==> config.mk <==
export PLATFORM = sky130hd
export DESIGN_NAME = lmwc_front
export DESIGN_NICKNAME = d
export VERILOG_FILES = /design/src/hw/rtl/lmwc_pkg.sv /design/src/hw/rtl/lmwc_front.sv
export SDC_FILE = /design/constraint.sdc
export NUM_CORES = 1
export LEC_CHECK = 0
export ABC_AREA = 1
export ABC_CLOCK_PERIOD_IN_PS = 9200
export BUFFER_PORTS_ARGS = -buffer_cell sky130_fd_sc_hd__buf_2
export CAP_MARGIN = 20
export CORE_AREA = 2 2 159 161
export CTS_CLUSTER_SIZE = 16
export DETAILED_ROUTE_END_ITERATION = 8
export DIE_AREA = 0 0 161 163
export PLACE_DENSITY_LB_ADDON = 0.12
export SKIP_LAST_GASP = 1
export SLEW_MARGIN = 15
export SYNTH_ARGS = -nofsm -noshare
export SYNTH_HDL_FRONTEND = slang
export SYNTH_SLANG_ARGS = --single-unit
==> constraint.sdc <==
create_clock -name clk_i -period 9.2 [get_ports clk_i]
set_input_delay 0.46 -clock clk_i [delete_from_list [all_inputs] [get_ports clk_i]]
set_output_delay 0.46 -clock clk_i [all_outputs]
set_load 0.05 [all_outputs]
==> src/hw/rtl/lmwc_pkg.sv <==
`timescale 1ns / 1ps
package lmwc_pkg;

  localparam int unsigned LagDefault = 64;
  localparam int unsigned QueueDepth = 2;

  localparam logic [63:0] MwcMult    = 64'h6b2b_8acc_beb4_2f68;
  localparam logic [63:0] CarryStart = 64'd1234567890;
  localparam logic [63:0] ScrOr      = 64'h0000_0000_4000_0005;
  localparam logic [63:0] ScrMult    = 64'd6906969069;
  localparam int unsigned RotA       = 17;
  localparam int unsigned RotB       = 53;
  localparam int unsigned HalfW      = 32;

  typedef enum logic {
    OP_GEN  = 1'b0,
    OP_SEED = 1'b1
  } op_e;

  typedef struct packed {
    logic        valid;
    op_e         op;
    logic [63:0] seed_lo;
    logic [63:0] seed_hi;
  } cmd_t;

  typedef enum logic [3:0] {
    ST_IDLE,
    ST_G_RD,
    ST_G_M0,
    ST_G_M1,
    ST_G_M2,
    ST_G_M3,
    ST_G_M4,
    ST_G_WR,
    ST_S_SQ0,
    ST_S_SQ1,
    ST_S_ADD,
    ST_S_U0,
    ST_S_U1,
    ST_S_MIX,
    ST_S_OUT
  } state_e;

  function automatic logic [63:0] rotl(input logic [63:0] x, input int unsigned r);
    rotl = (x << r) | (x >> (64 - r));
  endfunction

endpackage

==> src/hw/rtl/lmwc_front.sv <==
`timescale 1ns / 1ps
module lmwc_front (
  input  logic                clk_i,
  input  logic                rst_ni,
  input  logic                in_valid_i,
  output logic                in_stall_o,
  input  logic                operation_i,
  input  logic [63:0]         seed_low_i,
  input  logic [63:0]         seed_high_i,
  output lmwc_pkg::cmd_t      cmd_o,
  input  logic                pop_i
);
  import lmwc_pkg::*;

  localparam int unsigned PtrW = (QueueDepth > 1) ? $clog2(QueueDepth) : 1;
  localparam int unsigned CntW = $clog2(QueueDepth + 1);

  op_e         op_mem [QueueDepth];
  logic [63:0] lo_mem [QueueDepth];
  logic [63:0] hi_mem [QueueDepth];
  logic [PtrW-1:0] wr_q, wr_d, rd_q, rd_d;
  logic [CntW-1:0] cnt_q, cnt_d;
  logic push, pop;

  assign in_stall_o = (cnt_q == CntW'(QueueDepth));
  assign push = in_valid_i && !in_stall_o;
  assign pop  = pop_i && (cnt_q != '0);

  always_comb begin
    wr_d  = wr_q;
    rd_d  = rd_q;
    cnt_d = cnt_q;
    if (push) begin
      wr_d = (wr_q == PtrW'(QueueDepth - 1)) ? '0 : wr_q + 1'b1;
    end
    if (pop) begin
      rd_d = (rd_q == PtrW'(QueueDepth - 1)) ? '0 : rd_q + 1'b1;
    end
    if (push && !pop) begin
      cnt_d = cnt_q + 1'b1;
    end else if (!push && pop) begin
      cnt_d = cnt_q - 1'b1;
    end
  end

  always_ff @(posedge clk_i or negedge rst_ni) begin
    if (!rst_ni) begin
      wr_q  <= '0;
      rd_q  <= '0;
      cnt_q <= '0;
    end else begin
      wr_q  <= wr_d;
      rd_q  <= rd_d;
      cnt_q <= cnt_d;
    end
  end

  always_ff @(posedge clk_i) begin
    if (push) begin
      op_mem[wr_q] <= operation_i ? OP_SEED : OP_GEN;
      lo_mem[wr_q] <= seed_low_i;
      hi_mem[wr_q] <= seed_high_i;
    end
  end

  assign cmd_o.valid   = (cnt_q != '0);
  assign cmd_o.op      = op_mem[rd_q];
  assign cmd_o.seed_lo = lo_mem[rd_q];
  assign cmd_o.seed_hi = hi_mem[rd_q];

endmodule

==> impl_summary.md, run 1 <==
Outcome
The run finished with clean final reports.

Route
The overall routed net length is 20.11 mm. The first TritonRoute pass finished after 4 iterations. The routed wirelength normalized by instance count is between 15 and 20 µm. The detailed router finished its first iteration with about 280 violations. For this run, design rule violations remaining after detail routing come to 0. The via count is between 5,000 and 6,000. The detail-routed via count per cell is between 4 and 5. The remaining antenna violation count is 0.

STA
The final setup skew is between 6 and 7 ps. The period utilization is 0.3970. The actual slew at the worst max-slew pin is roughly 1000 ps.

The max-slew violation total from the final report was 0. Timing would allow up to 273.8 MHz. The final count of hold timing violations is 0. Headroom to the max-slew limit came out at 0.3101. Setup violations remaining at the end of the flow were counted as 0. For the final routed database, the setup TNS stands at 0 ps. The clock period minus worst slack is 3652 ps.

Setup repair after global routing left no endpoint under its margin.

Critical path
The family with the most delay on the worst path is buffers and inverters. In this run the worst setup path begins at rd_q$_DFFE_PN0P_. The slowest library cell on the worst path is sky130_fd_sc_hd__dfrtp_4. The beginning of the worst register-to-register path is cnt_q[1]$_DFFE_PN0P_. The critical path goes through inv_4, buf_4, nand2_1, nand2_1, buf_2.

The worst setup path is captured at a primary output. At the worst endpoint, the arrival time is 3190 ps. In this run the worst path has a maximum fanout of 67. The cell repeated most along the worst path is sky130_fd_sc_hd__nand2_1.

Counting both buffers and inverters, the worst setup path holds a total of 3. The category of the worst setup path launch point is a register. The largest stage delay on the critical path is roughly 750 ps.

The data required time at the worst endpoint is approximately 9000 ps. The worst setup path is of the register to primary output kind.

Yosys
The largest area contributor in the synthesized netlist is sky130_fd_sc_hd__edfxtp_1. For this run, the register share of the synthesized area comes to 0.8140. After technology mapping, the gate count stands at roughly 700. The most common cell in the synthesized netlist is sky130_fd_sc_hd__nand2_1.

The number of nets in the synthesized netlist is 840. Sorting the synthesized cells by area gives the leading types as sky130_fd_sc_hd__edfxtp_1, sky130_fd_sc_hd__nand2_1, sky130_fd_sc_hd__buf_6. Ranked by instance count, the synthesized netlist is headed by sky130_fd_sc_hd__nand2_1, sky130_fd_sc_hd__edfxtp_1, sky130_fd_sc_hd__buf_2. The count of cell types in the netlist is 15. For this run, asynchronously set or reset flops after synthesis account for 0.01527.

The number of synthesized register bits is 262. Counting flops with a built-in enable in the synthesized netlist gives about 260. The fraction of synthesized cell area taken by the top area cell type is 0.8036.

The average footprint of a synthesized cell is roughly 14 µm². Among all flip-flop cells after synthesis, the most frequent one is sky130_fd_sc_hd__edfxtp_1. The count of yosys warnings during synthesis is 0.

The synthesized area is 9640 µm².

Placement
The count of buffers added on input and output ports is 263. The wire-length estimate of the detail-placed layout is 12.35 mm. The congestion estimate from routability-driven global placement came to between 0.7 and 0.8.

Clocking
In this run the number of H-tree levels came out at 1. The CTS tree is done. The number of buffers on the longest clock path is 3. Clock-pin slew was measured on the worst setup and hold paths at roughly 60 ps. Gates resized during post-CTS repair numbered 0. In this run, CTS created clock tree buffers numbering 28. The clock insertion delay at the later pin of the skew report is ~520 ps.

The number of buffers inserted by hold repair at cts is 1. CTS saw about 260 sinks. The root buffer cell is sky130_fd_sc_hd__clkbuf_16. The setup fix buffers added after clock tree synthesis is 0.

Floorplanning
The total die area is ~26,000 µm². The floorplan step set the die height to about 160 µm. In this run the standard cell core region covers around 25,000 µm². During I/O placement, the number of pins put on the boundary was 264.

The die is ~160 µm wide. The initial utilization of the core area, before any placement, comes to 0.3907. The row count is 58.

GRT
The number of antenna violations at the first check in global routing is 4. The first global-routing pass estimated around 30 mm of wire. Summed over all layers, the global routing overflow is 0. The via count of the first global-routing pass was 5,620. Entering global routing, the biggest net connects between 70 and 80 pins.

For this run, the total global-route usage over all layers was measured as 0.1478.

Final layout
The final layout contains approximately 1,100 nets. The synthesis-to-finish area growth is 25.84%. The fraction of layout cells with a size suffix above 1 is 0.3146.

Min path
In this run the most critical hold path is launched from seed_low_i[7]. In this run the worst hold path is classified as primary input to register.

Job
The tool flagged a number of max-cap violations equal to 0.
[placed cells by master, fill, tap and decap left out]
cell type                         n
sky130_fd_sc_hd__nand2_1        398
sky130_fd_sc_hd__buf_2          263
sky130_fd_sc_hd__edfxtp_1       258
sky130_fd_sc_hd__clkbuf_16       29
sky130_fd_sc_hd__clkinv_2         8
sky130_fd_sc_hd__clkinv_1         7
sky130_fd_sc_hd__inv_1            6
sky130_fd_sc_hd__buf_4            5
sky130_fd_sc_hd__clkbuf_1         3
sky130_fd_sc_hd__bufinv_16        3
sky130_fd_sc_hd__dfrtp_1          3
sky130_fd_sc_hd__diode_2          2
sky130_fd_sc_hd__inv_4            2
sky130_fd_sc_hd__nor2_1           2
sky130_fd_sc_hd__nand3_1          2
sky130_fd_sc_hd__clkinvlp_4       2
sky130_fd_sc_hd__o21ai_0          1
sky130_fd_sc_hd__nor2_4           1
sky130_fd_sc_hd__xnor2_1          1
sky130_fd_sc_hd__nand4_1          1
sky130_fd_sc_hd__ha_1             1
sky130_fd_sc_hd__dlygate4sd3_1    1
sky130_fd_sc_hd__dfrtp_4          1
[layer usage]
| metal | track usage | wire [µm] | share of wire | vias to the layer above |
|---|---|---|---|---|
| met4 | 0.04099 | 398 | 0.020 | 2 |
| met5 | 0 | 13 | 0.00065 | - |
| met1 | 0.1970 | 8837 | 0.44 | 2720 |
| met2 | 0.2257 | 8762 | 0.44 | 211 |
| li1 | - | - | - | 2924 |
| met3 | 0.05959 | 2095 | 0.10 | 35 |
[registers in the layout, indices dropped and copies added, names as in the netlist]
register  cells
cnt_q         2
lo_mem      128
wr_q          1
op_mem        2
hi_mem      128
rd_q          1
[layout make-up]
cell class                 count  area (µm²)
clock inverter                20       171.4
antenna                        2       5.005
clock buffer                  32       737.0
tap                          330       412.9
inverter                       8       35.03
sequential                   262        7851
fill                        2234       12540
multi-input combinational    407        1555
timing repair buffer         269        1364
[kinds of logic after synthesis]
family | after synthesis | share of synthesized area
AND/OR/NAND/NOR | 404 | 0.1578
flip-flops | 262 | 0.8140
buffers and inverters | 37 | 0.02544
AO/OA/AOI/OAI | 1 | 0.0005186
XOR/XNOR | 1 | 0.0009087
adder cells (fa/ha/maj) | 1 | 0.001298
[path summary, 6_finish.rpt]
check	cells after the start	slack [ps]	endpoint
worst max-delay path	5	5550	cmd_o[24]
worst min-delay path	1	120	lo_mem[0][7]$_DFFE_PP_
worst max register to register	6	6420	hi_mem[0][6]$_DFFE_PP_
worst min register to register	2	470	cnt_q[1]$_DFFE_PN0P_
max in group asynchronous	2	8780	rd_q$_DFFE_PN0P_
min in group asynchronous	2	270	cnt_q[0]$_DFFE_PN0P_
[per-stage QoR]
step                      hold slack [ps]  setup WS [ps]  utilization  instances  area (µm²)
after CTS                           92.57           5383       0.4915       1328       12130
after global routing                97.39           5262       0.4915       1328       12130
after floorplan                     164.4           2657            -        706        9641
after global placement              277.2           5969       0.4543       1275       11210
after detailed placement            277.9           5956       0.4543       1275       11210
final                               124.4           5548       0.4917       1330       12130
Power of run 1 is not shown: default switching activity piles up to over one toggle a cycle in this logic, so the estimate is an artifact.
==> run 2, diff against run 1 <==
--- a/config.mk
+++ b/config.mk
@@ -6,7 +6,7 @@
 export NUM_CORES = 1
 export LEC_CHECK = 0
 export ABC_AREA = 1
-export ABC_CLOCK_PERIOD_IN_PS = 9200
+export ABC_CLOCK_PERIOD_IN_PS = 3800
 export BUFFER_PORTS_ARGS = -buffer_cell sky130_fd_sc_hd__buf_2
 export CAP_MARGIN = 20
 export CORE_AREA = 2 2 159 161
==> constraint.sdc (replaced) <==
create_clock -name clk_i -period 3.8 [get_ports clk_i]
set_input_delay 0.19 -clock clk_i [delete_from_list [all_inputs] [get_ports clk_i]]
set_output_delay 0.19 -clock clk_i [all_outputs]
set_load 0.05 [all_outputs]
==> run 2 against run 1 <==
First-iteration DRC count rose by 34%. Critical path type unchanged. Non-clock buffer count is 136 higher. Global-route usage rose by 1.3 points. Register-to-register slack got worse by 4800 ps. Hold slack worse by 26 ps. Die area is the same. Wire length rose by 8.4%. Via count rose by 10%. Worst setup slack got worse by 4500 ps. Final cell count grew 10%. Critical path depth is the same. Core utilization rose by 5.9 points.
==> impl_summary.md, run 2 (synthesis results as in run 1) <==
Critical path
The worst setup path is of the register to primary output kind. The most numerous cell type found on the critical path is sky130_fd_sc_hd__nand2_1. The endpoint class of the critical path is a primary output. On the worst path, the slowest cell contributes a delay of 630 ps.

The maximum fanout along the worst path is 56. The number of buffers and inverters on the critical path is 3. Among all stages on the critical path, the largest delay is contributed by sky130_fd_sc_hd__dfrtp_4. The family with the most delay on the worst path is buffers and inverters. The worst setup path is launched from a register. Data on the critical path is required at its endpoint by between 3000 and 4000 ps. For the worst setup path, the data arrival time is 2560 ps. Walking the worst path, the cells encountered are inv_4, buf_12, nand2_1, nand2_1, buf_2.

Clocking
The setup fix buffers added after clock tree synthesis is 0. The number of buffers on the longest clock path is 3. The sink count of the clock tree is 262. The clock insertion delay at the later pin of the skew report is between 500 and 600 ps. TritonCTS built the clock tree. In this run the number of H-tree levels came out at 1. The number of clock buffers added by TritonCTS is 28. The root buffer cell is sky130_fd_sc_hd__clkbuf_16. The clock-pin slew of the registers on the worst-case setup and hold paths is roughly 60 ps.

Floorplanning
The die is ~160 µm tall. The region available for standard cell placement spans about 25,000 µm². The floorplan step defined a die boundary enclosing roughly 26,000 µm². The row count is 58. between 200 and 300 I/O pins were placed. The x dimension of the die is between 150 and 200 µm.

The effective utilization at floorplan is 0.3907.

Route
Once detail routing completed, the nets flagged for antenna violations numbered 0. For this run, design rule violations remaining after detail routing come to 0. The detailed router finished its first iteration with roughly 380 violations. The via count is approximately 6,500. The topmost layer with routed signal wires is met4. In the final routed layout, each cell accounts on average for roughly 15 µm. Dividing the detail-routed via count by the number of cells gives between 4 and 5. After detailed routing, the wire length on met1 is around 9.5 mm. The pre-antenna-repair detailed-routing pass consisted of 5 iterations.

The overall routed net length is around 22 mm. The routed design uses around 1.7 mm of met3 wire. The routed length on met2 is 10.20 mm.

Power
The worst-case vdd ir drop is ~0.59 mV. The sequential share of power is 0.338. Summed over all cells, the static leakage comes to approximately 5.8 nW. The switching power is 0.005473 W. The part of the power in the clock network is 0.228. The power per unit of standard cell area is 897.7 nW/µm². The switching share of power is 0.4486. The design internal power is 0.006727 W. Of the total power, combinational logic draws 0.433.

Final layout
The share of the core filled with cells in the final layout is 0.5508. Fill cells in the final layout number roughly 2,100. The multi-input combinational cells in the finished layout cover a total of roughly 1600 µm². At the end of the flow, the number of nets in the layout was 1,246. After the flow finishes, the layout carries non-filler instances totaling around 1,500. The largest registers in the layout are hi_mem x128, lo_mem x128. The register area is 7851 µm².

The fraction of layout cells with a size suffix above 1 is 0.2804. The antenna diode count is 0. The synthesis-to-finish area growth is 40.96%. The library cells used most frequently in the layout, excluding fill and tap cells, are sky130_fd_sc_hd__nand2_1, sky130_fd_sc_hd__buf_2, sky130_fd_sc_hd__edfxtp_1.

The leading cell type in the layout, fill and taps excluded is sky130_fd_sc_hd__nand2_1.

STA
The total negative setup slack is 0 ps. Setup repair after global routing left no endpoint under its margin. Setup violations remaining at the end of the flow were counted as 0. The final count of hold timing violations is 0. The max-slew violation total from the final report is 0. The clock arrives with 10.96 ps of skew. In this run the tightest slew margin relative to its limit is 0.4954. At the pin with the least slew margin, the transition time is approximately 760 ps. The achievable clock frequency is between 300 and 400 MHz. Of the available clock period, the critical path in the final layout requires 0.7235. The clock period minus worst slack is ~2700 ps.

GRT
The first global-routing pass estimated between 30 and 40 mm of wire. Entering global routing, the biggest net connects 66 pins. The number of antenna violations at the first check in global routing was 0.

The overall routing resource usage is 0.1608. The via count of the first global-routing pass came to between 6,000 and 7,000. The overflow left after global routing is 0.

Placement
The final weighted congestion in routability-driven placement is between 0.7 and 0.8. The wire-length estimate of the detail-placed layout is between 10 and 15 mm. Counting tap cells, the placed design contains a total of 1,280 instances. The count of input and output buffers is roughly 260.

Outcome
The flow ran to the end, and the final reports show no timing, DRC or antenna violations.

Min path
The type of the tightest min-delay check is primary input to register.

Job
The max capacitance violation total is 0.
[run 2: changes by cell type in the layout (fill, tap and decap cells not counted), moves of 2 or more]
cell                            before  now
sky130_fd_sc_hd__bufinv_16           3    5
sky130_fd_sc_hd__clkinv_2            8    5
sky130_fd_sc_hd__dlygate4sd3_1       1  132
sky130_fd_sc_hd__diode_2             2    0
sky130_fd_sc_hd__clkbuf_1            3    5
sky130_fd_sc_hd__buf_12              0    5
[run 2: layout make-up]
class / count / share of cell area
Clock inverter: 18 / 0.01574
Sequential cell: 262 / 0.5778
Tap cell: 330 / 0.03038
Multi-Input combinational cell: 407 / 0.1144
Inverter: 8 / 0.002670
Clock buffer: 34 / 0.05478
Timing Repair Buffer: 405 / 0.2042
[run 2: final timing paths]
check                      slack [ps]  depth (start not counted)            startpoint                      end
max                              1050                          5      rd_q$_DFFE_PN0P_                cmd_o[90]
min                               100                          5            in_valid_i         wr_q$_DFFE_PN0P_
max reg2reg                      1600                          6  cnt_q[0]$_DFFE_PN0P_  hi_mem[0][20]$_DFFE_PP_
min reg2reg                       480                          2  cnt_q[1]$_DFFE_PN0P_     cnt_q[1]$_DFFE_PN0P_
max in group asynchronous        3050                          3                rst_ni         rd_q$_DFFE_PN0P_
min in group asynchronous         560                          3                rst_ni     cnt_q[1]$_DFFE_PN0P_
[run 2: repair_timing]
action                    in CTS  in global routing
gates resized for setup        0                  0
hold buffers                 132                  0
hold endpoints to repair     263                  0
[run 2: per-layer routing]
layer  GRT usage  vias to the layer above
met2      0.2620                      239
met3     0.04023                       33
met4     0.04221                        0
li1            -                     3198
met5           0                        -
met1      0.2174                     3016
[run 2: power groups by stage]
stage          logic [W]  registers, W  clock network [W]
2_1_floorplan    0.00402       0.00415                  0
3_3_place_gp     0.00523       0.00418                  0
3_5_place_dp     0.00524       0.00418                  0
4_1_cts          0.00536       0.00413            0.00288
5_1_grt          0.00563       0.00418            0.00298
6_report         0.00529       0.00413            0.00279
[run 2: through the flow]
step / cell area (µm²) / setup slack [ps] / power, W / hold WS [ps]
final: 13590 / 1051 / 0.01220 / 98.62
after global routing: 13590 / 892.3 / 0.01279 / 139.4
after CTS: 13590 / 1005 / 0.01237 / 72.03
after detailed placement: 11310 / 1581 / 0.009426 / -0.7220
after global placement: 11310 / 1586 / 0.009416 / -0.2641
after floorplan: 9652 / 115.2 / 0.008171 / -105.6
[run 2: worst min-delay path, cell delays in order]
cell and delay, ps:
sky130_fd_sc_hd__buf_2 100, sky130_fd_sc_hd__inv_1 40, sky130_fd_sc_hd__nor2_1 60, sky130_fd_sc_hd__nand2_1 120
sky130_fd_sc_hd__nand2_1 70
Power figures use the tool's default switching activity.
==> run 3, diff against run 2 <==
--- a/config.mk
+++ b/config.mk
@@ -6,7 +6,7 @@
 export NUM_CORES = 1
 export LEC_CHECK = 0
 export ABC_AREA = 1
-export ABC_CLOCK_PERIOD_IN_PS = 3800
+export ABC_CLOCK_PERIOD_IN_PS = 2520
 export BUFFER_PORTS_ARGS = -buffer_cell sky130_fd_sc_hd__buf_2
 export CAP_MARGIN = 20
 export CORE_AREA = 2 2 159 161
==> constraint.sdc (replaced) <==
create_clock -name clk_i -period 2.52 [get_ports clk_i]
set_input_delay 0.126 -clock clk_i [delete_from_list [all_inputs] [get_ports clk_i]]
set_output_delay 0.126 -clock clk_i [all_outputs]
set_load 0.05 [all_outputs]
==> run 3 against run 2 <==
Sequential cell count unchanged. Die area unchanged. Clock power increased by 36%. Global-route usage decreased by 0.41 points. First-iteration DRC count decreased by 6.1%. Non-clock buffer count increased by 1. Final cell count about the same. Sequential share of layout area increased by 0.21 points. Register-to-register slack got worse by 800 ps. Critical endpoint is now cmd_o[65]. Largest cell class unchanged. Largest power group unchanged.
==> impl_summary.md, run 3 (synthesis results as in run 1) <==
Outcome
The run finished with clean final reports.

GRT
The first global-routing pass estimated 32.20 mm of wire. In the global route stage, overall resource usage came out at 0.1567. The overflow left after global routing is 0. The number of antenna violations at the first check in global routing came to 1. Entering global routing, the biggest net connects 131 pins. The via count of the first global-routing pass was between 6,000 and 7,000.

Floorplanning
The row count is 58. Measured along the y axis, the die boundary spans approximately 160 µm. 264 I/O pins were placed. From left edge to right edge, the die measures about 160 µm. The core footprint is around 25,000 µm².

The die covers ~26,000 µm². The effective utilization at floorplan is 0.3907.

STA
Setup repair after global routing left no endpoint under its margin. The final-report setup violation count is 0. The final setup skew is approximately 19 ps. The max-slew violation total from the final report is 0.

The period utilization is 0.8979. Derived from the worst setup path, the maximum achievable clock frequency is ~440 MHz. At the pin with the least slew margin, the transition time is roughly 660 ps. Measured against its own limit, the worst slew margin works out to 0.5589.

The clock period minus worst slack is approximately 2300 ps. Hold timing on the final database bottoms out at a slack of between 300 and 400 ps. The final count of hold timing violations is 0.

Final layout
From synthesis to final layout, the design area changed by 40.45%. The library cells used most frequently in the layout, excluding fill and tap cells, are sky130_fd_sc_hd__nand2_1, sky130_fd_sc_hd__buf_2, sky130_fd_sc_hd__edfxtp_1. After routing the design area is roughly 14,000 µm². The leading cell type in the layout, fill and taps excluded is sky130_fd_sc_hd__nand2_1. The count of non-filler cells in the finished layout is between 1,000 and 1,500. The net count of the finished layout is approximately 1,200. The fraction of layout cells with a size suffix above 1 is 0.2822. The largest registers in the layout are hi_mem x128, lo_mem x128.

Critical path
In this design, the stage delay of the slowest critical-path cell is roughly 500 ps. The category of the worst setup path launch point is a register. The type of the worst setup path is register to primary output.

The signal on the critical path passes through inv_4, buf_12, nand2_1, nand2_1, buf_2. In this run the worst path has a maximum fanout of 38. The most numerous cell type found on the critical path is sky130_fd_sc_hd__nand2_1. The data required time at the worst endpoint is 2390 ps. The startpoint identified for the worst register-to-register timing path is cnt_q[1]$_DFFE_PN0P_.

The arrival time reported for the critical path endpoint is roughly 2100 ps. The worst setup path startpoint is rd_q$_DFFE_PN0P_. In this design, the largest share of critical-path delay is due to buffers and inverters. The register-to-register path setup slack is about 800 ps.

The slowest library cell on the worst path is sky130_fd_sc_hd__dfrtp_4. The endpoint class of the critical path is a primary output. The critical path contains buffers and inverters numbering 3 combined.

Placement
The total placed cells including tap cells is about 1,300. The final weighted congestion in routability-driven placement is around 0.74. After detailed placement, the total cell area comes to 11,350 µm². The half-perimeter wire length of the detailed placement result is approximately 13 mm.

The count of input and output buffers is approximately 260.

Power
The analysis attributes to cell leakage a power of between 5 and 6 nW. The worst-case vdd ir drop is 0.8039 mV. The power per unit of standard cell area is 1331 nW/µm².

After layout, the design draws a total of around 0.018 W.

Route
The routed layout has roughly 6,400 vias. The first detailed-routing pass took 4 iterations. The remaining antenna violation count is 0. The first routing iteration left approximately 350 violations. The overall routed net length is roughly 22 mm. The routed wirelength normalized by instance count is between 10 and 15 µm.

In the routed design, unresolved DRC markers number 0. The detail-routed via count per cell is about 4.4.

Min path
The launch point of the worst hold path is seed_high_i[49]. The min-delay analysis places its worst path in the category primary input to register.

Job
Max-cap violations in this run came to 0.

Clocking
The number of setup buffers added after CTS is 0. The clock-pin slew of the registers on the worst-case setup and hold paths is ~60 ps. The clock insertion delay at the later pin of the skew report is approximately 530 ps. TritonCTS built the clock tree. The sink count of the clock tree is 262. Buffers inserted to repair hold after CTS numbered 133.

Counting along the longest clock path gives a buffer depth of 3. Buffers inserted during clock tree synthesis total 28. The number of cells upsized or downsized after cts is 0. CTS built an H-tree with a depth of 1.

The root buffer cell is sky130_fd_sc_hd__clkbuf_16.
==> run 3: final timing paths <==
kind / endpoint / depth (start not counted)
setup / recovery: cmd_o[65] / 5
hold / removal: hi_mem[0][49]$_DFFE_PP_ / 2
setup reg to reg: hi_mem[0][5]$_DFFE_PP_ / 6
hold reg to reg: cnt_q[1]$_DFFE_PN0P_ / 2
max in group asynchronous: rd_q$_DFFE_PN0P_ / 3
min in group asynchronous: rd_q$_DFFE_PN0P_ / 3
==> run 3: through the flow <==
step | setup WS (ps) | setup TNS, ps | utilization
after global routing | 135.1 | 0 | 0.5488
after floorplan | -670.6 | -149580 | -
after global placement | 764.3 | 0 | 0.4599
after CTS | 181.9 | 0 | 0.5487
after detailed placement | 750.9 | 0 | 0.4599
final | 257.3 | 0 | 0.5488
==> run 3: worst reg2reg max path, stage by stage, from the launching register on <==
cell and delay [ps]:
sky130_fd_sc_hd__dfrtp_1 380, sky130_fd_sc_hd__inv_1 140, sky130_fd_sc_hd__nor2_4 60, sky130_fd_sc_hd__nor2_2 140, sky130_fd_sc_hd__nand2_2 90, sky130_fd_sc_hd__clkinvlp_4 250
sky130_fd_sc_hd__buf_12 310
==> run 3: area by class of cell <==
class	count	area [µm²]
Multi-Input combinational cell	407	1568
Clock buffer	33	740.7
Tap cell	330	412.9
Sequential cell	262	7851
Fill cell	2121	11130
Antenna cell	1	2.502
Clock inverter	18	118.9
Timing Repair Buffer	406	2810
Inverter	8	36.28
==> run 3: per-layer routing <==
| layer | wire length, µm | vias up | GRT usage |
|---|---|---|---|
| li1 | - | 3205 | - |
| met1 | 9302 | 2987 | 0.2056 |
| met2 | 10210 | 211 | 0.2600 |
| met3 | 1764 | 21 | 0.04533 |
| met4 | 263 | 0 | 0.03653 |
| met5 | 0 | - | 0 |
==> run 3: power breakdown <==
part | switching (W) | leakage (nW) | total, W | internal [W]
logic | 0.00643 | 2.92 | 0.00808 | 0.00165
clock network | 0.00159 | 0.419 | 0.00379 | 0.00219
registers | 0.000223 | 2.45 | 0.00616 | 0.00594
